==> config.mk <==
export PLATFORM = sky130hd
export DESIGN_NAME = fpsa_ctrl
export DESIGN_NICKNAME = d
export VERILOG_FILES = /design/src/hw/rtl/fpsa_pkg.sv /design/src/hw/rtl/fpsa_ctrl.sv
export SDC_FILE = /design/constraint.sdc
export NUM_CORES = 1
export LEC_CHECK = 0
export BUFFER_PORTS_ARGS = -buffer_cell sky130_fd_sc_hd__buf_2
export CAP_MARGIN = 10
export CORE_AREA = 8 8 161 163
export DETAILED_ROUTE_END_ITERATION = 12
export DIE_AREA = 0 0 169 171
export PLACE_DENSITY = 0.76
export SLEW_MARGIN = 0
export SYNTH_ARGS = -nofsm -noshare
export SYNTH_HDL_FRONTEND = slang
export SYNTH_SLANG_ARGS = --single-unit
==> constraint.sdc <==
create_clock -name clk_i -period 14.2 [get_ports clk_i]
set_input_delay 0.71 -clock clk_i [delete_from_list [all_inputs] [get_ports clk_i]]
set_output_delay 0.71 -clock clk_i [all_outputs]
set_load 0.01 [all_outputs]
==> src/hw/rtl/fpsa_pkg.sv <==
// Package of the free page stack allocator: sizes, codes, payload words and the memory request.
`timescale 1ns / 1ps

package fpsa_pkg;

  localparam int unsigned PAGE_BITS = 12;
  localparam int unsigned MAX_PAGES = 32768;
  localparam int unsigned ADDR_BITS = 32;

  localparam int unsigned ADDR_W    = 32;
  localparam int unsigned STATUS_W  = 3;
  localparam int unsigned COUNT_W   = 21;
  localparam int unsigned CFG_W     = 32;
  localparam int unsigned CFG_IDX_W = 1;

  // Page number width, stack index width and stack pointer width.
  localparam int unsigned PN_W  = ADDR_BITS - PAGE_BITS;
  localparam int unsigned IDX_W = $clog2(MAX_PAGES);
  localparam int unsigned TOP_W = $clog2(MAX_PAGES + 1);
  // Page cursor of the fill walk; one bit above a rounded 32-bit address plus a page.
  localparam int unsigned PTR_W = ADDR_W + 2;

  localparam logic [63:0] ADDR_MASK = (64'd1 << ADDR_BITS) - 64'd1;

  typedef enum logic [1:0] {
    ACT_ALLOC = 2'd0,
    ACT_FREE  = 2'd1,
    ACT_INIT  = 2'd2
  } action_e;

  typedef enum logic [STATUS_W-1:0] {
    ST_ALLOC    = 3'd0,
    ST_FREED    = 3'd1,
    ST_OOM      = 3'd2,
    ST_BADFREE  = 3'd3,
    ST_INIT     = 3'd4,
    ST_OVERFLOW = 3'd5
  } status_e;

  typedef enum logic [CFG_IDX_W-1:0] {
    CFG_KERNEL_END = 1'b0,
    CFG_PHYS_TOP   = 1'b1
  } cfg_idx_e;

  typedef enum logic [1:0] {
    S_IDLE,
    S_POP,
    S_FILL,
    S_HOLD
  } state_e;

  typedef struct packed {
    logic [1:0]        action;
    logic [ADDR_W-1:0] address;
  } in_word_t;

  typedef struct packed {
    logic [ADDR_W-1:0]   page_address;
    logic [STATUS_W-1:0] status;
    logic [COUNT_W-1:0]  free_count;
  } out_word_t;

  typedef struct packed {
    logic             en;
    logic             we;
    logic [IDX_W-1:0] addr;
    logic [PN_W-1:0]  wdata;
  } mem_req_t;

endpackage

==> src/hw/rtl/fpsa_ctrl.sv <==
// Stack controller: configuration, stack pointer, operation sequencer and output register.
`timescale 1ns / 1ps

module fpsa_ctrl (
  input  logic                                clk_i,
  input  logic                                rst_ni,
  input  logic                                cfg_we_i,
  input  logic [fpsa_pkg::CFG_IDX_W-1:0]      cfg_idx_i,
  input  logic [fpsa_pkg::CFG_W-1:0]          cfg_wdata_i,
  input  logic                                in_valid_i,
  output logic                                in_stall_o,
  input  fpsa_pkg::in_word_t                  in_word_i,
  output logic                                out_valid_o,
  input  logic                                out_stall_i,
  output fpsa_pkg::out_word_t                 out_word_o,
  output fpsa_pkg::mem_req_t                  mem_req_o,
  input  logic [fpsa_pkg::PN_W-1:0]           mem_rdata_i
);

  import fpsa_pkg::*;

  localparam logic [PTR_W-1:0] PG_SIZE = PTR_W'(64'd1 << PAGE_BITS);
  localparam logic [TOP_W-1:0] TOP_MAX = TOP_W'(MAX_PAGES);

  function automatic logic [PN_W-1:0] addr_to_pn(logic [PTR_W-1:0] a);
    logic [63:0] w;
    w = (64'(a) & ADDR_MASK) >> PAGE_BITS;
    return PN_W'(w);
  endfunction

  function automatic logic [ADDR_W-1:0] pn_to_addr(logic [PN_W-1:0] pn);
    logic [63:0] w;
    w = (64'(pn) << PAGE_BITS) & ADDR_MASK;
    return w[ADDR_W-1:0];
  endfunction

  state_e            state_q, state_d;
  logic [TOP_W-1:0]  top_q, top_d;
  logic [PTR_W-1:0]  ptr_q, ptr_d;
  logic [ADDR_W-1:0] kernel_end_q, phys_top_q;
  out_word_t         hold_q, hold_d;
  logic              out_valid_q, out_valid_d;
  out_word_t         out_q, out_d;

  logic              accept;
  logic              res_valid;
  out_word_t         res;
  logic              out_free;
  logic              bad_free;
  logic [PTR_W-1:0]  ptr_next;
  logic [PTR_W-1:0]  start_page;

  assign in_stall_o = (state_q != S_IDLE);
  assign accept     = in_valid_i && !in_stall_o;
  assign out_free   = !out_valid_q || !out_stall_i;

  assign bad_free = (in_word_i.address[PAGE_BITS-1:0] != '0) ||
                    (in_word_i.address < kernel_end_q) ||
                    (in_word_i.address >= phys_top_q);
  assign ptr_next   = ptr_q + PG_SIZE;
  assign start_page = (PTR_W'(kernel_end_q) + PG_SIZE - PTR_W'(1)) & ~(PG_SIZE - PTR_W'(1));

  always_comb begin
    state_d     = state_q;
    top_d       = top_q;
    ptr_d       = ptr_q;
    hold_d      = hold_q;
    res_valid   = 1'b0;
    res         = '0;
    mem_req_o   = '0;

    case (state_q)
      S_IDLE: begin
        if (accept) begin
          case (in_word_i.action)
            ACT_ALLOC: begin
              if (top_q == '0) begin
                res_valid  = 1'b1;
                res.status = ST_OOM;
              end else begin
                top_d          = top_q - TOP_W'(1);
                mem_req_o.en   = 1'b1;
                mem_req_o.addr = top_d[IDX_W-1:0];
                state_d        = S_POP;
              end
            end
            ACT_FREE: begin
              res_valid = 1'b1;
              if (bad_free) begin
                res.status = ST_BADFREE;
              end else if (top_q == TOP_MAX) begin
                res.status = ST_OVERFLOW;
              end else begin
                mem_req_o.en    = 1'b1;
                mem_req_o.we    = 1'b1;
                mem_req_o.addr  = top_q[IDX_W-1:0];
                mem_req_o.wdata = addr_to_pn(PTR_W'(in_word_i.address));
                top_d           = top_q + TOP_W'(1);
                res.status      = ST_FREED;
              end
            end
            ACT_INIT: begin
              top_d   = '0;
              ptr_d   = start_page;
              state_d = S_FILL;
            end
            default: begin
              res_valid  = 1'b1;
              res.status = ST_BADFREE;
            end
          endcase
        end
      end
      S_POP: begin
        res_valid        = 1'b1;
        res.status       = ST_ALLOC;
        res.page_address = pn_to_addr(mem_rdata_i);
        state_d          = S_IDLE;
      end
      S_FILL: begin
        // One page is pushed per cycle until the region or the stack runs out.
        if (ptr_next <= PTR_W'(phys_top_q)) begin
          if (top_q == TOP_MAX) begin
            res_valid  = 1'b1;
            res.status = ST_OVERFLOW;
            state_d    = S_IDLE;
          end else begin
            mem_req_o.en    = 1'b1;
            mem_req_o.we    = 1'b1;
            mem_req_o.addr  = top_q[IDX_W-1:0];
            mem_req_o.wdata = addr_to_pn(ptr_q);
            top_d           = top_q + TOP_W'(1);
            ptr_d           = ptr_next;
          end
        end else begin
          res_valid  = 1'b1;
          res.status = ST_INIT;
          state_d    = S_IDLE;
        end
      end
      S_HOLD: begin
        res_valid = 1'b1;
        res       = hold_q;
        state_d   = S_IDLE;
      end
      default: begin
        state_d = S_IDLE;
      end
    endcase

    if (res_valid && state_q != S_HOLD) begin
      res.free_count = COUNT_W'(top_d);
    end

    // A finished word that cannot enter the output register waits in the hold slot.
    if (res_valid && !out_free) begin
      hold_d  = res;
      state_d = S_HOLD;
    end
  end

  always_comb begin
    out_valid_d = out_valid_q;
    out_d       = out_q;
    if (res_valid && out_free) begin
      out_valid_d = 1'b1;
      out_d       = res;
    end else if (out_valid_q && !out_stall_i) begin
      out_valid_d = 1'b0;
    end
  end

  always_ff @(posedge clk_i or negedge rst_ni) begin
    if (!rst_ni) begin
      state_q      <= S_IDLE;
      top_q        <= '0;
      out_valid_q  <= 1'b0;
      kernel_end_q <= '0;
      phys_top_q   <= ADDR_W'(32'h0800_0000);
    end else begin
      state_q     <= state_d;
      top_q       <= top_d;
      out_valid_q <= out_valid_d;
      if (cfg_we_i) begin
        case (cfg_idx_i)
          CFG_KERNEL_END: kernel_end_q <= cfg_wdata_i[ADDR_W-1:0];
          CFG_PHYS_TOP:   phys_top_q   <= cfg_wdata_i[ADDR_W-1:0];
          default: ;
        endcase
      end
    end
  end

  always_ff @(posedge clk_i) begin
    ptr_q  <= ptr_d;
    hold_q <= hold_d;
    out_q  <= out_d;
  end

  assign out_valid_o = out_valid_q;
  assign out_word_o  = out_q;

endmodule

# ---- After elaboration in Yosys (flattened, before gate mapping)
# Cells that the tools add are included.
dict set report totals {
  regBits 229
  inputBits 92
  out_inout_bits 95
  elab_cells 110
}
dict set report classes {
  addsub 5
  order_cmp 3
  n_eq_ne 15
  muxes 50
  bitwise 1
  reduce_logical 24
}
# op n
set ops {}
lappend ops {{two-way mux 37 bit} 5}
lappend ops {{two-way mux 34 bit} 4}
lappend ops {{two-way mux 16 bit} 5}
lappend ops {{case mux 37 bit (2 select lines)} 1}
lappend ops {{case mux 34 bit (2 select lines)} 1}
lappend ops {{case mux 32 bit (2 select lines)} 1}
lappend ops {{case mux 16 bit (3 select lines)} 1}
lappend ops {{two-way mux 21 bit} 2}
lappend ops {{adder 34 x 13 -> 34 bit (second input constant)} 1}
lappend ops {{<= comparator 34 x 32 -> 1 bit} 1}
lappend ops {{subtractor 33 x 1 -> 34 bit (second input constant)} 1}
lappend ops {{adder 32 x 13 -> 33 bit (second input constant)} 1}
lappend ops {{>= comparator 32 bit} 1}
lappend ops {{less-than comparator 32 bit} 1}
lappend ops {{case mux 16 bit (2 select lines)} 1}
lappend ops {{case mux 15 bit (2 select lines)} 1}
lappend ops {{two-way mux 20 bit} 1}
lappend ops {{adder 16 x 1 -> 16 bit (second input constant)} 1}
lappend ops {{== test 16 bit (second input constant)} 1}
lappend ops {{logical NOT 16 bit} 1}
lappend ops {{subtractor 16 x 1 -> 16 bit (second input constant)} 1}
lappend ops {{two-way mux 15 bit} 1}
lappend ops {{two-way mux 3 bit} 5}
lappend ops {{two-way mux 2 bit} 6}
lappend ops {{25 further kinds} 53}

# ---- Longest topological paths before layout
# Gate-level depths: netlist (run 1).
dict set report depth {
  ltp_word 8
  depth_mapped 17
  depth_no_buf 16
}

# ---- Worst setup path after synthesis (run 1)
# Ideal clock, no wire load.
dict set report synth_path {
  path_kind {register -> register}
  start {reg ptr_q[19]}
  end {reg out_q (netlist bit out_word_o[0]) (enable)}
  setup_time_ns 0.489
  arrival_ns 5.682
  required_time_ns 13.711
  setup_slack_ns 8.030
  stages_incl_launch_ff 17
  n_path_buf 3
  period_less_slack_ns 6.170
  path_cell_list {edfxtp_1 > and4_1 > and4_1 > clkbuf_1 > nand4_1 > xnor2_1 > ha_1 > a211oi_1 > nor3b_1 > nor3_1 > mux2i_1 > a22oi_4 > and3_1 > buf_2 > or2_1 > buf_2 > a21oi_1}
}
dict set report synth_between {
  elab_chain_len 5
}
# element line_no
set synth_rtl {}
lappend synth_rtl {{start: declaration} fpsa_ctrl.sv:39} ;# logic [PTR_W-1:0] ptr_q, ptr_d;
lappend synth_rtl {{start signal: assignment} fpsa_ctrl.sv:195} ;# ptr_q <= ptr_d;
lappend synth_rtl {{adder 34 x 13 -> 34 bit} fpsa_ctrl.sv:60} ;# assign ptr_next = ptr_q + PG_SIZE;
lappend synth_rtl {{<= comparator 34 x 32 -> 1 bit} fpsa_ctrl.sv:122} ;# if (ptr_next <= PTR_W'(phys_top_q)) begin
lappend synth_rtl {{two-way mux 1 bit} fpsa_ctrl.sv:122}
lappend synth_rtl {{case mux 1 bit (3 select lines)} fpsa_ctrl.sv:72} ;# case (state_q)
lappend synth_rtl {{logical AND 1 bit} fpsa_ctrl.sv:165} ;# if (res_valid && out_free) begin
lappend synth_rtl {{end signal: assignment} fpsa_ctrl.sv:197} ;# out_q <= out_d;
lappend synth_rtl {{end: declaration} fpsa_ctrl.sv:43} ;# out_word_t out_q, out_d;
# Every way passes these cells.
# A chain may end at the register's enable or synchronous reset.

==> impl_metrics.json, run 1 <==
{
  "outcome": "completed",
  "synth_top_area_frac": 0.320,
  "ys_ff_latch": 217,
  "critPathArrivalTime_ns": 5.67,
  "clock_sinks": 217,
  "setup_viol": 0,
  "slew_headroom": 0.153,
  "clkSlewWorstSetupHoldPaths_ns": 0.06,
  "io_buffers": 186,
  "final_antenna_net_count": 0,
  "layout-drive-gt1-share": 0.214,
  "synth_cell_type_count": 81,
  "nNetsFinal": 1559,
  "netlist_area_um2": 12600,
  "synth-main-ff-cell": "edfxtp_1",
  "core_um2": 23300,
  "end_kind": "output port",
  "syn2layout_area_growth_pct": 16.2,
  "diodes": 0,
  "synth_edf_count": 134,
  "finalMaxSlewViolations": 0,
  "grt_antenna_before_repair": 1,
  "grt_max_degree": 64,
  "die_h_um": 171,
  "ir_drop_mv": 0.101,
  "grt-ovfl-total": 0,
  "cts_resized": 0,
  "fin_skew_ns": 0.0195,
  "fin_crit_ns": 6.38,
  "post_cts_buffers": 0,
  "post-route-util": 0.628,
  "gp_routability_congestion": 0.982,
  "drc": 0,
  "rsz0062_at_grt": "no",
  "route.vias.total": 10400,
  "worst_hold_slack_ns": 0.166,
  "drt_wl_total_um": 36100,
  "cts_root_buf": "clkbuf_16",
  "synthCells": 1215,
  "ys_seq_area_frac": 0.485,
  "clk_latency_ns": 0.52,
  "cp-start-kind": "flip-flop",
  "worstPathRequired_ns": 13.49,
  "grtUsageTotal": 0.247,
  "crit_fanout": 27,
  "grt_pass1_wl_um": 56800,
  "avgSynthCellArea_um2": 10.4,
  "cts_tree": "yes",
  "hpwlAfterDp_um": 26500,
  "cts_buffers": 24,
  "drv_cap": 0,
  "fmax_mhz": 157,
  "holdBufCountCts": 0,
  "power.density_nw_per_um2": 179,
  "min_period_over_period": 0.450,
  "dpl_cell_area_um2": 13800,
  "critPathKind": "flip-flop to output port",
  "start_util": 0.541,
  "cts_buffer_depth": 3,
  "hold_viol_final": 0,
  "worst_slew_pin_slew_ns": 1.24,
  "detail_route.first_pass.iterations": 6,
  "drt-initial-drc-count": 939,
  "fin_setup_tns_ns": 0,
  "ctsHtreeMaxLevel": 1,
  "power.static_leakage_nw": 6.27,
  "die_x_um": 169,
  "fillers": 1969,
  "ys_warn_count": 0,
  "synth_top_area_cell": "edfxtp_1",
  "synth.area.top_cells": "edfxtp_1 32%, dfrtp_1 16%, ha_1 8.8%",
  "grt_pass1_vias": 10500,
  "fp.dieArea_um2": 28900,
  "synthArstFlopShare": 0.382,
  "hold_class": "input port to asynchronous set/reset pin",
  "ios": 187,
  "wl_per_cell_um": 21.1,
  "rows": 56,
  "synth_nets": 1395,
  "drt-vias-per-instance": 6.05,
  "stdcell_area_um2": 14600
}
-- area by class of cell --
cell class | instances | area, µm² | share of cell area
multi-input combinational | 858 | 5960 | 0.408
tap | 319 | 399 | 0.0273
sequential | 217 | 6100 | 0.417
inverter | 80 | 300 | 0.0205
clock inverter | 12 | 129 | 0.00882
clock buffer | 32 | 704 | 0.0482
timing repair buffer | 198 | 1020 | 0.0700
-- per-layer routing --
layer,up-vias,GRT usage,wire [µm]
met2,491,0.402,17100
met5,-,0,12
met1,4987,0.320,15000
li1,4824,-,-
met3,77,0.0572,3020
met4,2,0.0843,1000
-- worst max-delay path, cell delays in order, from the launching register on --
cell and delay [ns]:
edfxtp_1 0.45, and4_1 0.29, and4_1 0.35, nand4_1 0.14
xnor2_1 0.21, ha_1 0.28, a211oi_1 0.27, nor3b_1 0.09
nor3_1 0.25, nand4_1 0.18, a22oi_4 0.67, and3_1 1.00
nor2_2 0.31, inv_2 0.27, o21ai_0 0.11, o21ai_0 0.11
buf_2 0.17
-- cells in the mapped netlist, drive strengths merged (24+ instances only) --
library cell,count
nand2,125
ha,88
edfxtp,134
clkbuf,40
inv,80
nor3,26
mux2i,24
a22o,26
o21ai,96
mux2,34
a21oi,53
nand3,41
nor2,80
dfrtp,82
and3,34
xnor2,35
-- sequential cells by signal, summed over array words and instances (netlist names) --
| name | cells |
|---|---|
| hold_q | 56 |
| out_word_o | 56 |
| kernel_end_q | 32 |
| phys_top_q | 32 |
| ptr_q | 22 |
| top_q | 16 |
| state_q | 2 |
| out_valid_o | 1 |
-- metrics by stage --
stage	setup slack (ns)	power [mW]	cells
floorplan	8.03	1.62	1215
global placement	8.47	1.94	1672
detailed placement	8.38	1.96	1672
CTS	7.82	2.61	1716
global route	7.28	2.76	1716
finish	7.82	2.61	1716
-- cell usage in the layout, fill, tap and decap left out, types with 41 or more instances in the layout --
cell	n
a21oi_1	52
nor2_1	74
nand3_1	41
nand2_1	124
ha_1	88
o21ai_0	95
edfxtp_1	134
dfrtp_1	81
inv_1	79
buf_2	185
-- logic make-up after synthesis --
family / share of synthesized area
AO/OA/AOI/OAI: 0.151
XOR/XNOR: 0.0299
adder cells (fa/ha/maj): 0.0875
buffers and inverters: 0.0444
flip-flops: 0.485
multiplexers: 0.0495
AND/OR/NAND/NOR: 0.152
-- where the power goes --
part           total (mW)  switching, mW  internal [mW]
registers            1.06          0.133          0.928
clock network       0.650          0.262          0.388
logic               0.899          0.581          0.318
total                2.61          0.976           1.63
-- final timing paths --
check                                          endpoint  slack [ns]  cells past startpoint                        from
setup / recovery                          mem_req_o[31]        7.82                     16         ptr_q[19]$_DFFE_PP_
setup reg to reg                    ptr_q[30]$_DFFE_PP_        8.59                     12         ptr_q[19]$_DFFE_PP_
max in group asynchronous        state_q[1]$_DFFE_PN0P_       12.97                      2                      rst_ni
hold reg to reg              phys_top_q[22]$_DFFE_PN0P_        0.51                      1  phys_top_q[22]$_DFFE_PN0P_
min in group clk_i         kernel_end_q[16]$_DFFE_PN0P_        0.41                      3             cfg_wdata_i[16]
hold / removal              kernel_end_q[1]$_DFFE_PN0P_        0.17                      1                      rst_ni
(Power assumes the default switching activity.)
==> inputs of run 2 (changes only) <==
clock period = 6.67 ns   (was 14.2 ns; I/O delays follow)
==> impl_metrics.json, run 2 (same netlist as run 1, synthesis figures left out) <==
{
  "ios": 187,
  "p_seq_frac": 0.408,
  "min_period_over_period": 0.852,
  "hpwlAfterDp_um": 26200,
  "fp.dieArea_um2": 28900,
  "rr_worst_depth": 14,
  "critPathArrivalTime_ns": 5.35,
  "nNetsFinal": 1562,
  "final_common_cell": "buf_2",
  "slew_headroom": 0.215,
  "power.static_leakage_nw": 6.29,
  "hold_class": "input port to flip-flop",
  "gp_routability_congestion": 0.991,
  "power.internal_mw": 3.49,
  "final_antenna_net_count": 0,
  "power.total_mw": 5.55,
  "clkSlewWorstSetupHoldPaths_ns": 0.06,
  "drv_cap": 0,
  "pre_cts_ws_ns": 1.42,
  "io_buffers": 186,
  "outcome": "completed",
  "rows": 56,
  "worstPathRequired_ns": 6.34,
  "die_x_um": 169,
  "rsz0062_at_grt": "no",
  "syn2layout_area_growth_pct": 16.4,
  "grt-ovfl-total": 0,
  "layout-drive-gt1-share": 0.214,
  "setup_ws_ns": 0.987,
  "crit_fanout": 26,
  "post-route-util": 0.630,
  "cts_buffers": 24,
  "p_switching_mw": 2.06,
  "drc": 0,
  "fin_setup_tns_ns": 0,
  "final_cell_mix": "185 x buf_2, 134 x edfxtp_1, 124 x nand2_1",
  "drt_wl_total_um": 36200,
  "route.vias.total": 10400,
  "fin_skew_ns": 0.0257,
  "drt-vias-per-instance": 6.07,
  "grt_max_degree": 64,
  "grt_pass1_wl_um": 57000,
  "grt_pass1_vias": 10500,
  "combPwrFrac": 0.343,
  "fillers": 1942,
  "whs_path_depth": 3,
  "clock_sinks": 217,
  "cts_root_buf": "clkbuf_16",
  "power_switching_share": 0.371,
  "drt-initial-drc-count": 858,
  "fmax_mhz": 176,
  "detail_route.first_pass.iterations": 5,
  "finalMaxSlewViolations": 0,
  "core_um2": 23300,
  "critPathKind": "flip-flop to output port",
  "fin_crit_ns": 5.68,
  "clk_latency_ns": 0.54,
  "cts_buffer_depth": 3,
  "die_h_um": 171,
  "worst_hold_slack_ns": 0.0269,
  "cts_tree": "yes",
  "hold_viol_final": 0,
  "start_util": 0.541,
  "setup_viol": 0,
  "grt_antenna_before_repair": 3,
  "pwr-share-clk": 0.249,
  "worst_slew_pin_slew_ns": 1.15,
  "ir_drop_mv": 0.203,
  "cp-start-kind": "flip-flop",
  "wl_per_cell_um": 21.0,
  "end_kind": "output port",
  "cts_resized": 0,
  "power.density_nw_per_um2": 379,
  "ctsHtreeMaxLevel": 1,
  "grtUsageTotal": 0.245
}
==> run 2: changes by cell type in the layout (fill, tap and decap cells not counted), moves of 2 or more <==
cell        before  now
clkbuf_1         4    6
buf_4           13   15
clkbuf_8         1    4
clkinvlp_4       2    0
==> run 2: worst max-delay path, stage by stage (launching register included) <==
cell	delay, ns
edfxtp_1	0.44
and4_1	0.29
and4_1	0.37
nand4_1	0.16
xnor2_1	0.22
ha_1	0.28
a211oi_1	0.25
nor3b_1	0.08
nor3_1	0.28
mux2i_1	0.17
a22oi_4	0.21
buf_4	0.31
and3_1	0.64
buf_4	0.32
nor2_2	0.13
inv_2	0.24
o21ai_0	0.11
o21ai_0	0.13
buf_2	0.19
==> run 2: worst paths after layout <==
path	end	slack (ns)	start
min reg2reg	phys_top_q[30]$_DFFE_PN0P_	0.51	phys_top_q[30]$_DFFE_PN0P_
min	kernel_end_q[16]$_DFFE_PN0P_	0.03	cfg_wdata_i[16]
max reg2reg	ptr_q[25]$_DFFE_PP_	1.34	ptr_q[19]$_DFFE_PP_
max	mem_req_o[31]	0.99	ptr_q[19]$_DFFE_PP_
min in group asynchronous	kernel_end_q[2]$_DFFE_PN0P_	0.33	rst_ni
max in group asynchronous	state_q[1]$_DFFE_PN0P_	5.25	rst_ni
==> run 2: what timing repair did <==
item | in CTS | in global routing
hold buffers | 1 | 0
endpoints found under the hold margin | 36 | 0
setup buffers | 0 | 0
==> run 2: stage by stage <==
stage,instance area [µm²],instances
after floorplan,12600,1215
after global placement,13800,1674
after detailed placement,13800,1674
after CTS,14600,1718
after global routing,14600,1719
final,14600,1719
==> run 2: layer usage <==
| metal | routed length, µm | GRT usage | part of all wire | vias up |
|---|---|---|---|---|
| met2 | 16900 | 0.393 | 0.47 | 492 |
| met3 | 2940 | 0.0452 | 0.081 | 96 |
| met5 | 8 | 0 | 0.00022 | - |
| met4 | 1250 | 0.0947 | 0.035 | 2 |
| met1 | 15100 | 0.327 | 0.42 | 5003 |
| li1 | - | - | - | 4838 |
==> run 2: area by class of cell <==
class                           instances  area, µm²  share of cell area
Tap cell                              319        399              0.0273
Timing Repair Buffer                  201       1050              0.0716
Multi-Input combinational cell        858       5960               0.407
Inverter                               80        300              0.0205
Clock inverter                          7        104             0.00709
Sequential cell                       217       6100               0.417
Clock buffer                           36        728              0.0497
Antenna cell                            1       2.50            0.000171
==> run 2: power by group through the flow <==
stage	clock (mW)	combinational, mW	sequential [mW]
3_3_place_gp	0	1.84	2.27
6_report	1.38	1.90	2.26
5_1_grt	1.45	2.09	2.31
2_1_floorplan	0	1.21	2.24
3_5_place_dp	0	1.89	2.27
4_1_cts	1.41	1.90	2.26
